### src/sv/sha_pkg.sv
// SHA-256 digest package: round constants, initial hash values, shared types.
// No dependencies.
package sha_pkg;

    typedef struct packed {
        logic [7:0] data_byte;
        logic       has_byte;
        logic       end_of_message;
    } sha_item_t;

    typedef enum logic [2:0] {
        ST_IDLE,
        ST_ROUND,
        ST_FOLD,
        ST_OUT
    } sha_state_t;

    localparam logic [7:0] PAD_BYTE = 8'h80;

    localparam logic [255:0] START_HASH = {
        32'h6a09e667, 32'hbb67ae85, 32'h3c6ef372, 32'ha54ff53a,
        32'h510e527f, 32'h9b05688c, 32'h1f83d9ab, 32'h5be0cd19};

    function automatic logic [31:0] round_k(input logic [5:0] t);
        logic [31:0] k;
        case (t)
            6'd0: k = 32'h428a2f98;  6'd1: k = 32'h71374491;
            6'd2: k = 32'hb5c0fbcf;  6'd3: k = 32'he9b5dba5;
            6'd4: k = 32'h3956c25b;  6'd5: k = 32'h59f111f1;
            6'd6: k = 32'h923f82a4;  6'd7: k = 32'hab1c5ed5;
            6'd8: k = 32'hd807aa98;  6'd9: k = 32'h12835b01;
            6'd10: k = 32'h243185be; 6'd11: k = 32'h550c7dc3;
            6'd12: k = 32'h72be5d74; 6'd13: k = 32'h80deb1fe;
            6'd14: k = 32'h9bdc06a7; 6'd15: k = 32'hc19bf174;
            6'd16: k = 32'he49b69c1; 6'd17: k = 32'hefbe4786;
            6'd18: k = 32'h0fc19dc6; 6'd19: k = 32'h240ca1cc;
            6'd20: k = 32'h2de92c6f; 6'd21: k = 32'h4a7484aa;
            6'd22: k = 32'h5cb0a9dc; 6'd23: k = 32'h76f988da;
            6'd24: k = 32'h983e5152; 6'd25: k = 32'ha831c66d;
            6'd26: k = 32'hb00327c8; 6'd27: k = 32'hbf597fc7;
            6'd28: k = 32'hc6e00bf3; 6'd29: k = 32'hd5a79147;
            6'd30: k = 32'h06ca6351; 6'd31: k = 32'h14292967;
            6'd32: k = 32'h27b70a85; 6'd33: k = 32'h2e1b2138;
            6'd34: k = 32'h4d2c6dfc; 6'd35: k = 32'h53380d13;
            6'd36: k = 32'h650a7354; 6'd37: k = 32'h766a0abb;
            6'd38: k = 32'h81c2c92e; 6'd39: k = 32'h92722c85;
            6'd40: k = 32'ha2bfe8a1; 6'd41: k = 32'ha81a664b;
            6'd42: k = 32'hc24b8b70; 6'd43: k = 32'hc76c51a3;
            6'd44: k = 32'hd192e819; 6'd45: k = 32'hd6990624;
            6'd46: k = 32'hf40e3585; 6'd47: k = 32'h106aa070;
            6'd48: k = 32'h19a4c116; 6'd49: k = 32'h1e376c08;
            6'd50: k = 32'h2748774c; 6'd51: k = 32'h34b0bcb5;
            6'd52: k = 32'h391c0cb3; 6'd53: k = 32'h4ed8aa4a;
            6'd54: k = 32'h5b9cca4f; 6'd55: k = 32'h682e6ff3;
            6'd56: k = 32'h748f82ee; 6'd57: k = 32'h78a5636f;
            6'd58: k = 32'h84c87814; 6'd59: k = 32'h8cc70208;
            6'd60: k = 32'h90befffa; 6'd61: k = 32'ha4506ceb;
            6'd62: k = 32'hbef9a3f7; 6'd63: k = 32'hc67178f2;
            default: k = 32'h0;
        endcase
        return k;
    endfunction

endpackage

### src/sv/sha256_message_digest.sv
// SHA-256 message digest top level: input queue feeding the compression core.
// Depends on sha_pkg, sha_queue, sha_core.
//
// Usage: stream message bytes on the s_axis channel, one beat per byte with
// has_byte set; end_of_message on a beat closes the message (with or without
// a byte). The digest leaves on m_axis as four beats of 64 bits, part 0 first
// (hash words 0 and 1), tlast on part 3.
// A byte that does not complete a 64-byte block is absorbed while the core stays idle.
// A block-completing byte starts a compression: load, 64 rounds in the single
// round unit, then fold. An end beat compresses one block when the length fits
// the tail block, else two (also when its byte completes a block), then sends
// the four output beats.
// A two-entry queue decouples the input from the core.
// Reset clears the queue, loads the initial hash and zeroes the byte count.
// When the receiver stalls, the core holds the current part and stops
// consuming; the queue then fills and s_axis_tready drops.
module sha256_message_digest (
    input  logic        clk,
    input  logic        rst_n,
    input  logic        s_axis_tvalid,
    output logic        s_axis_tready,
    input  logic [15:0] s_axis_tdata,   // data_byte[7:0], has_byte[8], zero fill
    input  logic        s_axis_tlast,   // end_of_message
    output logic        m_axis_tvalid,
    input  logic        m_axis_tready,
    output logic [71:0] m_axis_tdata,   // digest_part[63:0], part_index[65:64], zero fill
    output logic        m_axis_tlast    // last_part
);
    import sha_pkg::*;

    sha_item_t item_in, item_q;
    logic      q_valid, q_ready;
    logic [71:0] core_data;

    assign item_in.data_byte      = s_axis_tdata[7:0];
    assign item_in.has_byte       = s_axis_tdata[8];
    assign item_in.end_of_message = s_axis_tlast;

    sha_queue u_queue (
        .clk(clk), .rst_n(rst_n),
        .in_valid(s_axis_tvalid), .in_ready(s_axis_tready), .in_item(item_in),
        .out_valid(q_valid), .out_ready(q_ready), .out_item(item_q)
    );

    sha_core u_core (
        .clk(clk), .rst_n(rst_n),
        .in_valid(q_valid), .in_ready(q_ready), .in_item(item_q),
        .out_valid(m_axis_tvalid), .out_ready(m_axis_tready),
        .out_data(core_data), .out_last(m_axis_tlast)
    );

    assign m_axis_tdata = {6'd0, core_data[65:0]};
endmodule

### src/sv/sha_queue.sv
// Two-entry queue of input beats between the front and the back end.
// Depends on sha_pkg.
module sha_queue (
    input  logic               clk,
    input  logic               rst_n,
    input  logic               in_valid,
    output logic               in_ready,
    input  sha_pkg::sha_item_t in_item,
    output logic               out_valid,
    input  logic               out_ready,
    output sha_pkg::sha_item_t out_item
);
    import sha_pkg::*;

    sha_item_t  mem_reg [2];
    logic       wptr_reg, rptr_reg;
    logic [1:0] cnt_reg;
    logic       push, pop;

    assign in_ready  = (cnt_reg != 2'd2);
    assign out_valid = (cnt_reg != 2'd0);
    assign out_item  = mem_reg[rptr_reg];
    assign push      = in_valid && in_ready;
    assign pop       = out_valid && out_ready;

    always_ff @(posedge clk)
    begin
        if (push)
        begin
            mem_reg[wptr_reg] <= in_item;
        end
    end

    always_ff @(posedge clk or negedge rst_n)
    begin
        if (!rst_n)
        begin
            wptr_reg <= 1'b0;
            rptr_reg <= 1'b0;
            cnt_reg  <= 2'd0;
        end
        else
        begin
            if (push)
            begin
                wptr_reg <= ~wptr_reg;
            end
            if (pop)
            begin
                rptr_reg <= ~rptr_reg;
            end
            cnt_reg <= cnt_reg + {1'b0, push} - {1'b0, pop};
        end
    end
endmodule

### src/sv/sha_core.sv
// Back end: block buffer, padding, 64-round compression and digest output.
// Depends on sha_pkg.
module sha_core (
    input  logic               clk,
    input  logic               rst_n,
    input  logic               in_valid,
    output logic               in_ready,
    input  sha_pkg::sha_item_t in_item,
    output logic               out_valid,
    input  logic               out_ready,
    output logic [71:0]        out_data,
    output logic               out_last
);
    import sha_pkg::*;

    sha_state_t  state_reg, state_next;
    logic [31:0] blk_reg [16];
    logic [31:0] w_reg [16];
    logic [31:0] h_reg [8];
    logic [31:0] v_reg [8];
    logic [60:0] cnt_reg;
    logic [5:0]  t_reg;
    logic [1:0]  part_reg;
    // pad_reg: message end taken, digest output pending; len_reg: tail block with length pending
    logic        pad_reg, len_reg;

    logic [5:0]  pos;
    logic [3:0]  wi;
    logic [1:0]  lane;
    logic        take;
    logic        full_eom;
    logic [60:0] cnt_inc;
    logic [5:0]  rest;
    logic [63:0] bits;
    logic [31:0] w15, w2, s0, s1, wn, wt, t1, t2, e, a;

    assign pos  = cnt_reg[5:0];
    assign wi   = pos[5:2];
    assign lane = pos[1:0];
    assign take = in_valid && (state_reg == ST_IDLE);

    // byte completes a block on the end beat: tail goes into a second block
    assign full_eom = in_item.has_byte && (pos == 6'd63) && in_item.end_of_message;
    assign cnt_inc  = in_item.has_byte ? cnt_reg + 61'd1 : cnt_reg;
    assign rest     = cnt_inc[5:0];
    assign bits     = {cnt_inc, 3'd0};

    assign in_ready  = (state_reg == ST_IDLE);
    assign out_valid = (state_reg == ST_OUT);
    assign out_last  = (part_reg == 2'd3);
    assign out_data  = {5'd0, out_last, part_reg,
                        h_reg[{part_reg, 1'b0}], h_reg[{part_reg, 1'b1}]};

    assign w15 = w_reg[1];
    assign w2  = w_reg[14];
    assign s0  = {w15[6:0], w15[31:7]} ^ {w15[17:0], w15[31:18]} ^ (w15 >> 3);
    assign s1  = {w2[16:0], w2[31:17]} ^ {w2[18:0], w2[31:19]} ^ (w2 >> 10);
    assign wn  = w_reg[0] + s0 + w_reg[9] + s1;
    assign wt  = w_reg[0];
    assign e   = v_reg[4];
    assign a   = v_reg[0];
    assign t1  = v_reg[7] + ({e[5:0], e[31:6]} ^ {e[10:0], e[31:11]} ^ {e[24:0], e[31:25]})
                 + ((e & v_reg[5]) ^ (~e & v_reg[6])) + round_k(t_reg) + wt;
    assign t2  = ({a[1:0], a[31:2]} ^ {a[12:0], a[31:13]} ^ {a[21:0], a[31:22]})
                 + ((a & v_reg[1]) ^ (a & v_reg[2]) ^ (v_reg[1] & v_reg[2]));

    always_comb
    begin
        state_next = state_reg;
        case (state_reg)
            ST_IDLE:
            begin
                if (take && ((in_item.has_byte && pos == 6'd63) || in_item.end_of_message))
                begin
                    state_next = ST_ROUND;
                end
            end
            ST_ROUND:
            begin
                if (t_reg == 6'd63)
                begin
                    state_next = ST_FOLD;
                end
            end
            ST_FOLD:
            begin
                if (len_reg)
                begin
                    state_next = ST_ROUND;
                end
                else if (pad_reg)
                begin
                    state_next = ST_OUT;
                end
                else
                begin
                    state_next = ST_IDLE;
                end
            end
            ST_OUT:
            begin
                if (out_ready && part_reg == 2'd3)
                begin
                    state_next = ST_IDLE;
                end
            end
            default: state_next = ST_IDLE;
        endcase
    end

    // Datapath. Padding of the current block happens in one pass over words.
    always_ff @(posedge clk)
    begin
        case (state_reg)
            ST_IDLE:
            begin
                if (take)
                begin
                    // b: buffer with the new byte and, on an end beat that does not complete a block, the padding
                    logic [31:0] b [16];
                    b = blk_reg;
                    if (in_item.has_byte)
                    begin
                        if (lane == 2'd0)
                        begin
                            b[wi] = 32'd0;
                        end
                        b[wi][(5'd24 - {lane, 3'd0}) +: 8] = in_item.data_byte;
                    end
                    if (in_item.end_of_message && !full_eom)
                    begin
                        for (int i = 0; i < 16; i++)
                        begin
                            if (i[3:0] > rest[5:2])
                            begin
                                b[i] = 32'd0;
                            end
                        end
                        if (rest[1:0] == 2'd0)
                        begin
                            b[rest[5:2]] = 32'd0;
                        end
                        b[rest[5:2]][(5'd24 - {rest[1:0], 3'd0}) +: 8] = PAD_BYTE;
                        if (rest < 6'd56)
                        begin
                            b[14] = bits[63:32];
                            b[15] = bits[31:0];
                        end
                    end
                    blk_reg <= b;
                    w_reg   <= b;
                    v_reg   <= h_reg;
                    t_reg   <= 6'd0;
                end
            end
            ST_ROUND:
            begin
                for (int i = 0; i < 15; i++)
                begin
                    w_reg[i] <= w_reg[i + 1];
                end
                w_reg[15] <= wn;
                v_reg[7] <= v_reg[6];
                v_reg[6] <= v_reg[5];
                v_reg[5] <= v_reg[4];
                v_reg[4] <= v_reg[3] + t1;
                v_reg[3] <= v_reg[2];
                v_reg[2] <= v_reg[1];
                v_reg[1] <= v_reg[0];
                v_reg[0] <= t1 + t2;
                t_reg <= t_reg + 6'd1;
            end
            ST_FOLD:
            begin
                if (len_reg)
                begin
                    logic [31:0] b [16];
                    for (int i = 0; i < 16; i++)
                    begin
                        b[i] = 32'd0;
                    end
                    // pad byte still owed when the data ended on a block boundary
                    if (cnt_reg[5:0] == 6'd0)
                    begin
                        b[0] = {PAD_BYTE, 24'd0};
                    end
                    b[14] = cnt_reg[60:29];
                    b[15] = {cnt_reg[28:0], 3'd0};
                    blk_reg <= b;
                    w_reg   <= b;
                    for (int i = 0; i < 8; i++)
                    begin
                        v_reg[i] <= h_reg[i] + v_reg[i];
                    end
                    t_reg <= 6'd0;
                end
            end
            default:
            begin
            end
        endcase
    end

    always_ff @(posedge clk or negedge rst_n)
    begin
        if (!rst_n)
        begin
            state_reg <= ST_IDLE;
        end
        else
        begin
            state_reg <= state_next;
        end
    end

    always_ff @(posedge clk or negedge rst_n)
    begin
        if (!rst_n)
        begin
            for (int i = 0; i < 8; i++)
            begin
                h_reg[i] <= START_HASH[(7 - i) * 32 +: 32];
            end
            pad_reg  <= 1'b0;
            len_reg  <= 1'b0;
            cnt_reg  <= '0;
            part_reg <= 2'd0;
        end
        else
        begin
            if (take)
            begin
                pad_reg <= in_item.end_of_message;
                len_reg <= in_item.end_of_message && (full_eom || rest >= 6'd56);
                cnt_reg <= cnt_inc;
            end
            if (state_reg == ST_FOLD)
            begin
                for (int i = 0; i < 8; i++)
                begin
                    h_reg[i] <= h_reg[i] + v_reg[i];
                end
                len_reg <= 1'b0;
            end
            if (state_reg == ST_OUT && out_ready)
            begin
                part_reg <= part_reg + 2'd1;
                if (part_reg == 2'd3)
                begin
                    for (int i = 0; i < 8; i++)
                    begin
                        h_reg[i] <= START_HASH[(7 - i) * 32 +: 32];
                    end
                    pad_reg <= 1'b0;
                    cnt_reg <= '0;
                end
            end
        end
    end
endmodule

### config.mk
export PLATFORM = sky130hd
export DESIGN_NAME = sha256_message_digest
export DESIGN_NICKNAME = d
export VERILOG_FILES = /design/src/sv/sha_pkg.sv /design/src/sv/sha256_message_digest.sv /design/src/sv/sha_queue.sv /design/src/sv/sha_core.sv
export SDC_FILE = /design/constraint.sdc
export NUM_CORES = 2
export LEC_CHECK = 0
export BUFFER_PORTS_ARGS = -buffer_cell sky130_fd_sc_hd__buf_2
export CAP_MARGIN = 20
export CORE_MARGIN = 3
export CORE_UTILIZATION = 30
export CTS_BUF_LIST = sky130_fd_sc_hd__clkbuf_8
export DETAILED_ROUTE_END_ITERATION = 8
export PLACE_DENSITY_LB_ADDON = 0.05
export SLEW_MARGIN = 10
export SYNTH_ARGS = -nofsm -noshare
export SYNTH_HDL_FRONTEND = slang
export SYNTH_SLANG_ARGS = --single-unit
### constraint.sdc
create_clock -name clk -period 104.2 [get_ports clk]
set_input_delay 20.84 -clock clk [delete_from_list [all_inputs] [get_ports clk]]
set_output_delay 20.84 -clock clk [all_outputs]
set_load 0.02 [all_outputs]
== After elaboration in Yosys (flattened, before gate mapping) ==
Memory sizes are Yosys's and may differ from the RTL's. A register that Yosys moved wholly into a read port is not among the register bits.
Index checks and enable logic that the tools add are counted.
Storage, ports and cells
  flip-flop bits (word level): 1614
  bits in writable memories: 20
  memory bits (read-only): 2048
  bits of input ports: 21
  output and inout bits: 75
  word-level logic and storage cells: 301
  memories: 2
Cells by class
  add/sub/neg operators: 27
  magnitude comparators: 24
  equal/unequal tests: 12
  shift-type cells: 4
  muxes and demuxes: 123
  bitwise operators: 27
  reductions and logical operators: 25
Memories
  (name not given): words 64, width 32, rd ports 1, clocked after memory_dff 1, wr ports 0, RTL line sha_pkg.sv:26  | case (t)
  u_queue.mem_reg: words 2, width 10, rd ports 1, clocked after memory_dff 0, wr ports 1, RTL line sha_queue.sv:15  | sha_item_t mem_reg [2];
Operators by type and width (count)
  $mux 512: 12
  $mux 32: 73
  $pmux 512 s3: 1
  $mux 256: 5
  $and 512x512->512: 2
  $bwmux 512: 2
  $not 512->512: 2
  $pmux 512 s2: 1
  $pmux 256 s3: 1
  $add 32x32->32: 18
  $demux 32 s4: 4
  $xor 32x32->32: 9
  $mux 61: 4
  $bmux 32 s3: 2
  $and 32x32->32: 5
  $mux 64: 1
  $shift 8x7->32 const A: 2
  $add 61x1->61 const B: 1
  $gt 4x4->1 const A: 8
  $not 32->32: 1
  $shiftx 8x7->32: 1
  $shiftx 8x7->32 const A: 1
  $xor 32x22->32: 1
  $xor 32x29->32: 1
  38 further kinds: 84

== Longest topological paths before layout ==
  word-level depth: 27
  mapped depth: 33
  gate-level depth less buffers: 32

== Hierarchy ==
From an unflattened synthesis, not the netlist that was laid out.
Second synthesis, totals
  cell total of the unflattened synthesis: 10698
  area total of the unflattened synthesis: 105447.4 µm²
Modules (own cells, without submodules)
  sha_core: times used 1, cells each 10643, area each 104481.5 µm², seq. area each 47510.6 µm²
  sha_queue: times used 1, cells each 48, area each 917.1 µm², seq. area each 700.7 µm²
  sha256_message_digest: times used 1, cells each 7, area each 48.8 µm², seq. area each 0.0 µm²

== Worst setup path after synthesis ==
Ideal clock, no wire load.
  path kind: reg2reg
  start point: register u_core.state_reg[0]
  end point: register u_core.blk_reg[0] in the netlist's numbering (enable)
  arrival: 36.043 ns
  required time: 102.183 ns
  setup slack: 66.140 ns
  stages on the path, launching flop included: 9
  path buffers: 4
  path through: dfrtp_1 -> inv_1 -> ha_1 -> buf_2 -> clkbuf_1 -> clkbuf_1 -> buf_1 -> nor2_1 -> nor3_1
On the way
  cells in the longest elaborated chain, start to end: 4
  elaborated cells between the ends (all ways): 7
  classes of those cells: eq/ne: 3; reduce/logical: 4
Ends and longest elaborated chain
  start, declared: RTL line sha_core.sv:16  | sha_state_t state_reg, state_next;
  start signal, assigned: RTL line sha_core.sv:212  | state_reg <= state_next;
  $logic_not 3->1: RTL line sha_core.sv:40, sha_core.sv:114
  $logic_and 1x1->1: RTL line sha_core.sv:40  | assign take = in_valid && (state_reg == ST_IDLE);
  $ne 2x1->1 (no source line)
  $reduce_and 3->1 (no source line) *
  end signal, assigned: RTL line sha_core.sv:150  | blk_reg <= b;
  end signal, assigned: RTL line sha_core.sv:189  | blk_reg <= b;
  end, declared: RTL line sha_core.sv:17  | logic [31:0] blk_reg [16];
Every way passes the cells marked *; elsewhere a longest branch is shown, timed or not.
A chain may end at the register's enable or synchronous reset.

== Final worst setup path ==
  start point: register u_core.part_reg[0]
  end point: output port m_axis_tdata[11]
On the way
  cells in the longest elaborated chain, start to end: 4
Ends and longest elaborated chain
  start, declared: RTL line sha_core.sv:23  | logic [1:0] part_reg;
  start signal, assigned: RTL line sha_core.sv:247  | part_reg <= part_reg + 2'd1;
  $not 3->4 (not written as such): RTL line sha_core.sv:52  | h_reg[{part_reg, 1'b0}], h_reg[{part_reg, 1'b1}]};
  $bmux 32 s3: RTL line sha_core.sv:52
  $mux 32 (not written as such) (2 in a row): RTL line sha_core.sv:52
  end, declared: RTL line sha256_message_digest.sv:26  | output logic [71:0] m_axis_tdata,
Every way passes these cells. The select of a mux whose other input is x is not followed.

==> results.md <==
* Most frequent cells in the layout: 1,325 x nand2_1, 1,306 x edfxtp_1, 912 x nor2_1
* Routed WL at about 500,000 um
* Largest family of logic cells by synthesized area: compound AO/OA/AOI/OAI gates
* Detailed Place HPWL at between 300,000 and 400,000 um
* Actual slew at the worst max-slew pin at 1.25 ns
* Total negative slack at 0 ns
* Post-CTS Setup Bufs at 0
* WHS Endpoint: u_core.w_reg[166]
* H-tree depth at 5
* Register area at around 0.048 sq mm
* Async S/R FF share, synth at 19.6%
* Post-synth top area share at 37.3%
* Clock Latency Late Sink at between 1 and 1.5 ns
* Final worst-path cycle share at 23.7%
* Vias per cell at around 5.7
* Sink Count at 1,665
* DR pass1 iterations at 8
* Fill count at between 30,000 and 40,000
* Crit-path slowest cell: dfrtp_4
* Die H at 598 um
* Largest cells by area after synthesis: edfxtp_1 37%, ha_1 4.8%, nand2_1 4.7%
* Setup violations, final at 0
* Synth unique cells at 113
* Grt ovf at 0
* Clk_skew at ~0.11 ns
* Avg Inst Size Synth at roughly 10 sq um
* Final nets at around 11,000
* Max_slew headroom at about 17%
* Vias in the first global route at 87,300
* Row count at around 220
* Crit-path max cell delay at about 0.9 ns
* Die span in x at about 600 um
* R2R Path Start: u_core.e[11]
* Area grow syn2layout at 12.3%
* WP data arrival at about 3.8 ns
* CTS clk-pin slew, worst paths at approximately 0.050 ns
* GP Congestion at around 0.95
* Proportion of synthesized area in mux cells at between 2 and 3%
* Initial core utilization at ~30%
* Full die area at between 0.3 and 0.4 sq mm
* Main synth FF type: edfxtp_1
* Flop2flop setup slack at 94.39 ns
* Synthesized netlist cell count at roughly 11,000
* Register area share after synthesis at a little under half
* Max clock buf depth at 4
* Number of synthesized flops with an enable pin at between 1,000 and 1,500
* Adder-cell share of the synthesized area at slightly below 9%
* WP data required at about 83 ns
* Mapped cell area at approximately 0.11 sq mm
* Number of gates resized after cts at 0
* Hold_ws at between 0.4 and 0.5 ns
* Commonest non-fill, non-tap cell in the layout: nand2_1
* Detailed-route via count at approximately 88,000
* Antenna viol nets, final at 0
* Setup CP Type: reg -> out
* Synth Register Bits at between 1,500 and 2,000
* Initial drt markers at approximately 7,700
* Slew Viols, Final at 0
* Compound-Gate Fraction of Synth Area at 19.7%
* Num CTS Buffers at between 300 and 400
* Multi-input gate area at 0.0537 sq mm
* Max reg flops at between 500 and 600
* Worst hold stages at 1
* TritonCTS clock tree: done
* Status: completed
* Critical path startpoint category: register
* Core area at between 0.3 and 0.4 sq mm
* GRT Total Usage at between 20 and 30%
* Hold path start: u_core.w_reg[134]
* Cell Chain, Critical Path: buf_4 > mux4_2 > buf_2
* RR Endpoint: u_core.a[31]
* Global-route wire length before repair at approximately 690,000 um
* DRC at 0
* CP endpoint kind: output port
* Largest net degree at the start of global routing at between 150 and 200
* Max-cap viol count at 0
* # hold bufs at CTS at 0
* Initial antenna violation count at 44
* Post-Synth Simple-Gate Area at 13.7%
* XOR/XNOR Fraction of Synth Area at 5.69%
* Yosys top cell by area: edfxtp_1
* Routed wire length per instance at around 32 um
* Hold Vio Cnt, Final at 0
* # port buffers at 82
* CTS Root Cell: clkbuf_8
* Reg2Reg Depth at 29
* Fmax at slightly above 0.04 GHz
* Minimum clock period at approximately 25 ns
* Yosys warnings at 0
* Peak fanout along the critical path at 40
* HP Class: reg -> reg
* IO Pins at 96
* RSZ-0062 raised after global routing: no
* Layout cells sized above 1 at a little over a tenth
-- metrics by stage --
step	cells	instance area, sq um	setup WS [ns]	util (%)
2_1_floorplan	10500	105000	66.14	-
3_3_place_gp	14900	112000	80.48	32.1
3_5_place_dp	14900	112000	80.48	32.1
4_1_cts	15500	118000	79.33	34.0
5_1_grt	15500	118000	79.34	34.0
6_report	15500	118000	79.54	34.0
-- routing by layer --
layer  GRT usage (%)  share of wire, %  up-vias
met5               0             0.016        -
met4            14.0               5.8       12
met3            3.48               5.2      851
met2            45.8                48     3049
met1            33.5                41    45200
li1                -                 -    39000
-- cells in the mapped netlist (23+ instances only) --
master	count
nor4_1	32
a22o_1	400
o21a_1	57
a21oi_1	741
ha_1	401
dfxtp_1	32
o31ai_1	30
o21bai_1	64
a21o_1	192
mux2i_1	103
buf_1	63
dfrtp_1	191
a31oi_1	172
a211o_1	26
o21ai_0	769
nand2b_1	52
o22ai_1	33
nor2b_1	229
inv_1	367
nand4_1	54
a22oi_1	171
nand3_1	145
a221o_1	50
a211oi_1	82
clkbuf_1	495
mux2_2	41
xnor2_1	477
xor2_1	195
o221ai_1	38
fa_1	195
buf_2	30
and3_1	122
mux4_2	66
and2_1	92
dfstp_2	136
nor2_1	926
a221oi_1	82
o211ai_1	41
or3_1	46
nor3_1	129
nand2_1	1326
edfxtp_1	1306
or2_2	23
-- layout make-up --
| type | instances | share of cell area, % |
|---|---|---|
| Antenna cell | 41 | 0.0868 |
| Clock buffer | 380 | 4.43 |
| Clock inverter | 230 | 0.945 |
| Inverter | 370 | 1.19 |
| Multi-Input combinational cell | 7908 | 45.4 |
| Sequential cell | 1665 | 40.8 |
| Tap cell | 4578 | 4.85 |
| Timing Repair Buffer | 369 | 2.28 |
-- worst max-delay path by stage --
| stage | from | to | slack, ns |
|---|---|---|---|
| after CTS | u_core.part_reg[0] | m_axis_tdata[21] | 79.33 |
| after global routing | u_core.part_reg[0] | m_axis_tdata[15] | 79.34 |
| after detailed placement | u_core.part_reg[0] | m_axis_tdata[21] | 80.48 |
| after global placement | u_core.part_reg[0] | m_axis_tdata[21] | 80.48 |
| after floorplan | u_core.state_reg[0] | u_core.blk_reg[0] | 66.14 |
| final | u_core.part_reg[0] | m_axis_tdata[11] | 79.54 |
-- worst max-delay path, delay by kind of cell, from the launching register on --
| kind | cells | cell delay, ns |
|---|---|---|
| flip-flops | 1 | 0.88 |
| multiplexers | 1 | 0.71 |
| buffers and inverters | 2 | 1.04 |
-- cells by family after synthesis --
| kind of cell | after synthesis |
|---|---|
| XOR/XNOR | 677 |
| other | 1 |
| adder cells (fa/ha/maj) | 616 |
| AO/OA/AOI/OAI | 3157 |
| buffers and inverters | 967 |
| multiplexers | 211 |
| flip-flops | 1665 |
| AND/OR/NAND/NOR | 3241 |
Power is not shown: default switching activity piles up to over one toggle a cycle in this logic, so the estimate is an artifact.
